$ cat src/rtl/tpi_mul.sv
// shared signed multiplier, 32x32 bits with registered product
// no package dependency
module tpi_mul (
    input  logic                clk,
    input  logic signed [31:0]  a,
    input  logic signed [31:0]  b,
    output logic signed [63:0]  p
);
    always_ff @(posedge clk)
    begin
        p <= a * b;
    end
endmodule

$ cat config.mk
export PLATFORM = sky130hd
export DESIGN_NAME = tpi_mul
export DESIGN_NICKNAME = d
export VERILOG_FILES = /design/src/rtl/tpi_mul.sv
export SDC_FILE = /design/constraint.sdc
export NUM_CORES = 2
export LEC_CHECK = 0
export ABC_AREA = 1
export BUFFER_PORTS_ARGS = -buffer_cell sky130_fd_sc_hd__buf_2
export CAP_MARGIN = 25
export CORE_ASPECT_RATIO = 1.1
export CORE_MARGIN = 2
export CORE_UTILIZATION = 25
export CTS_BUF_LIST = sky130_fd_sc_hd__clkbuf_16
export DETAILED_ROUTE_END_ITERATION = 8
export GPL_ROUTABILITY_DRIVEN = 0
export PLACE_DENSITY = 0.44
export SLEW_MARGIN = 15
export SYNTH_ARGS = -nofsm -noshare
export SYNTH_HDL_FRONTEND = slang
export SYNTH_SLANG_ARGS = --single-unit
$ cat constraint.sdc
create_clock -name clk -period 7.1 [get_ports clk]
set_clock_uncertainty 0.2 [all_clocks]
set_input_delay 0.71 -clock clk [delete_from_list [all_inputs] [get_ports clk]]
set_output_delay 0.71 -clock clk [all_outputs]
set_load 0.02 [all_outputs]
==> impl_metrics.yaml <==
run_status:
  status: "complete, but fails checks"
  violations: "setup timing"
synth:
  ys.flop_type: "dfxtp_1"
  yosysWarningCount: 0
  synthTopCellsByCount: "1692 x inv_1, 1504 x nand2_1, 1082 x fa_1"
  avgSynthCellArea_sq_um: 7.85
  ys_ff_latch: 64
  synth_top_area_cell: "fa_1"
  syn_nets: 6455
  ys_types: 27
  yosysTopAreaCellShare_pct: 53.9
  async_flop_share_pct: 0
  ys_seq_area_share_pct: 3.19
  netlist_instances: 5124
  synth_area_leaders: "fa_1 54%, inv_1 16%, nand2_1 14%"
  synth_edf_count: 0
  yosysMostFrequentCell: "inv_1"
  syn_area_sq_um: 40200
global_routing:
  grt-ovfl-total: 0
  grt_use_total_pct: 16.8
  antenna_found_initial: 7
  grt_max_degree: 30
  grt_pass1_vias: 35600
  grt_pass1_wl_microns: 209000
hold_path:
  holdCritPathClass: "input pin to flop"
  hold-path-cell-count: 4
drt:
  drtPass1Iterations: 5
  wl_microns: 136000
  wl_per_cell_microns: 17.6
  ant_nets: 0
  num_vias: 31900
  drt_first_iter_violations: 1765
  drc: 0
  vias_per_cell: 4.12
floorplanning:
  num_rows: 154
  core_sq_um: 160000
  die_h_microns: 425
  die_x_microns: 386
  io_pins: 129
  dieArea_sq_um: 164000
  start_util_pct: 25.1
layout:
  postLayoutCellArea_sq_um: 50700
  fin_nets: 6966
  fillers: 17200
  largest_register: "p"
  largest_register_ff_count: 64
  seq_area_sq_um: 1280
  drive_gt1_share_pct: 20.4
  multi_input_area_sq_um: 33600
  reg.largest.list: "p: 64 flops"
  syn_to_final_growth_pct: 26.0
setup_path:
  cp.arrival_ns: 7.18
  endpoint: "p[62]$_DFF_P_"
  cp-end-kind: "flop"
  setup.worst_path.start_class: "input pin"
  cp.required_ns: 7.15
  path_max_fanout: 11
  critical_path_class: "input pin to flop"
  crit_start: "a[31]"
place:
  placed_cell_area_sq_um: 47700
  port_buffers: 128
  dpl.hpwl_microns: 120000
clocking:
  ctsHoldBuffers: 0
  cts.sinks: 64
  h-tree-depth: 3
  cts_tree: "done"
  clock_path_buffers: 2
  clkSlewWorstSetupHoldPaths_ns: 0.06
  cts_buffers: 9
  root_buffer: "clkbuf_16"
timing:
  max_freq_ghz: 0.140
  slew_viol_final: 0
  setup_slack_ns: -0.0231
  finalSetupViolations: 2
  timing.final.crit_period_ns: 7.12
  grt_setup_unrepaired: "true"
  slew_headroom_pct: 52.7
  worstMarginPinSlew_ns: 0.708
  finalHoldViolations: 0
  fin_crit_sh_pct: 100
flow_run:
  max_cap_violations: 0
## layer usage
| metal | routed length, microns | up-vias | part of all wire, % | GRT usage [%] |
|---|---|---|---|---|
| li1 | - | 15000 | - | - |
| met4 | 3410 | 4 | 2.5 | 3.07 |
| met3 | 4370 | 122 | 3.2 | 1.40 |
| met1 | 57700 | 16300 | 42 | 21.7 |
| met2 | 70900 | 540 | 52 | 30.5 |
| met5 | 15 | - | 0.011 | 0 |
## placed cells by master, fill, tap and decap left out, drive strengths merged
cell | netlist | final
nand4 | 13 | 13
nand3b | 6 | 6
xnor2 | 3 | 3
nand3 | 79 | 79
clkbuf | 192 | 31
clkinv | 0 | 4
o21ai | 21 | 21
o21a | 1 | 1
nand2 | 1525 | 1525
nor2 | 127 | 127
ha | 184 | 184
xor2 | 31 | 31
o21bai | 8 | 8
fa | 1082 | 1082
dfxtp | 64 | 64
diode | 0 | 1
nor3 | 16 | 16
or2 | 7 | 7
buf | 0 | 670
a21o | 2 | 2
a21oi | 63 | 63
inv | 1700 | 1698
clkinvlp | 0 | 5
## cells by family after synthesis
kind of cell    Yosys count  synth area share [%]
buf+inv                1892                  17.7
compound gates           95                  1.26
simple gates           1773                  17.5
xor+xnor                 34                 0.741
fa+ha+maj              1266                  59.6
flops                    64                  3.19
## worst max-delay path: stages
cell	delay, ns
buf_12	0.11
buf_12	0.14
nand2_4	0.06
inv_2	0.04
fa_2	0.59
fa_1	0.48
fa_2	0.50
buf_12	0.18
fa_2	0.62
clkinvlp_4	0.11
buf_12	0.16
fa_1	0.49
inv_2	0.04
fa_1	0.53
inv_1	0.05
fa_1	0.50
inv_2	0.04
fa_1	0.49
ha_4	0.35
nand2_4	0.06
inv_4	0.07
nand2_4	0.07
nor3_4	0.26
nand2_2	0.13
nor3_2	0.14
nand2_2	0.11
nand3_1	0.08
nand2_1	0.05
## stage by stage
stage	utilization, %	setup TNS (ns)	setup slack (ns)	std cells	hold slack [ns]
2_1_floorplan	-	-1.54	-0.172	5124	0.608
3_3_place_gp	29.8	-27.94	-0.923	7684	0.926
3_5_place_dp	29.8	-25.11	-0.888	7684	0.925
4_1_cts	30.4	-0.442	-0.0578	7709	0.858
5_1_grt	31.7	-3.53	-0.254	7746	0.872
6_report	31.7	-0.0232	-0.0231	7747	0.859
## repair_timing
| item | 4_1_cts | 5_1_grt |
|---|---|---|
| setup buffers | 9 | 25 |
| endpoints found under the setup margin | 36 | 47 |
| pin swaps | 33 | 174 |
| cloned | 0 | 15 |
| resized for setup | 158 | 410 |
## worst min path at each step
stage,startpoint,end,slack [ns]
after floorplan,b[0],p[0]$_DFF_P_,0.61
after global placement,p[5]$_DFF_P_,p[5],0.93
after detailed placement,p[22]$_DFF_P_,p[22],0.93
after CTS,b[0],p[0]$_DFF_P_,0.86
after global routing,b[0],p[0]$_DFF_P_,0.87
final,b[0],p[0]$_DFF_P_,0.86
## layout make-up
cell class,instances,area share [%]
Sequential cell,64,2.53
Antenna cell,1,0.00494
Inverter,1700,12.6
Clock buffer,9,0.445
Multi-Input combinational cell,3168,66.3
Clock inverter,7,0.0963
Timing Repair Buffer,692,12.8
Tap cell,2106,5.20
Power is not shown: default switching activity piles up to over one toggle a cycle in this logic, so the estimate is an artifact.
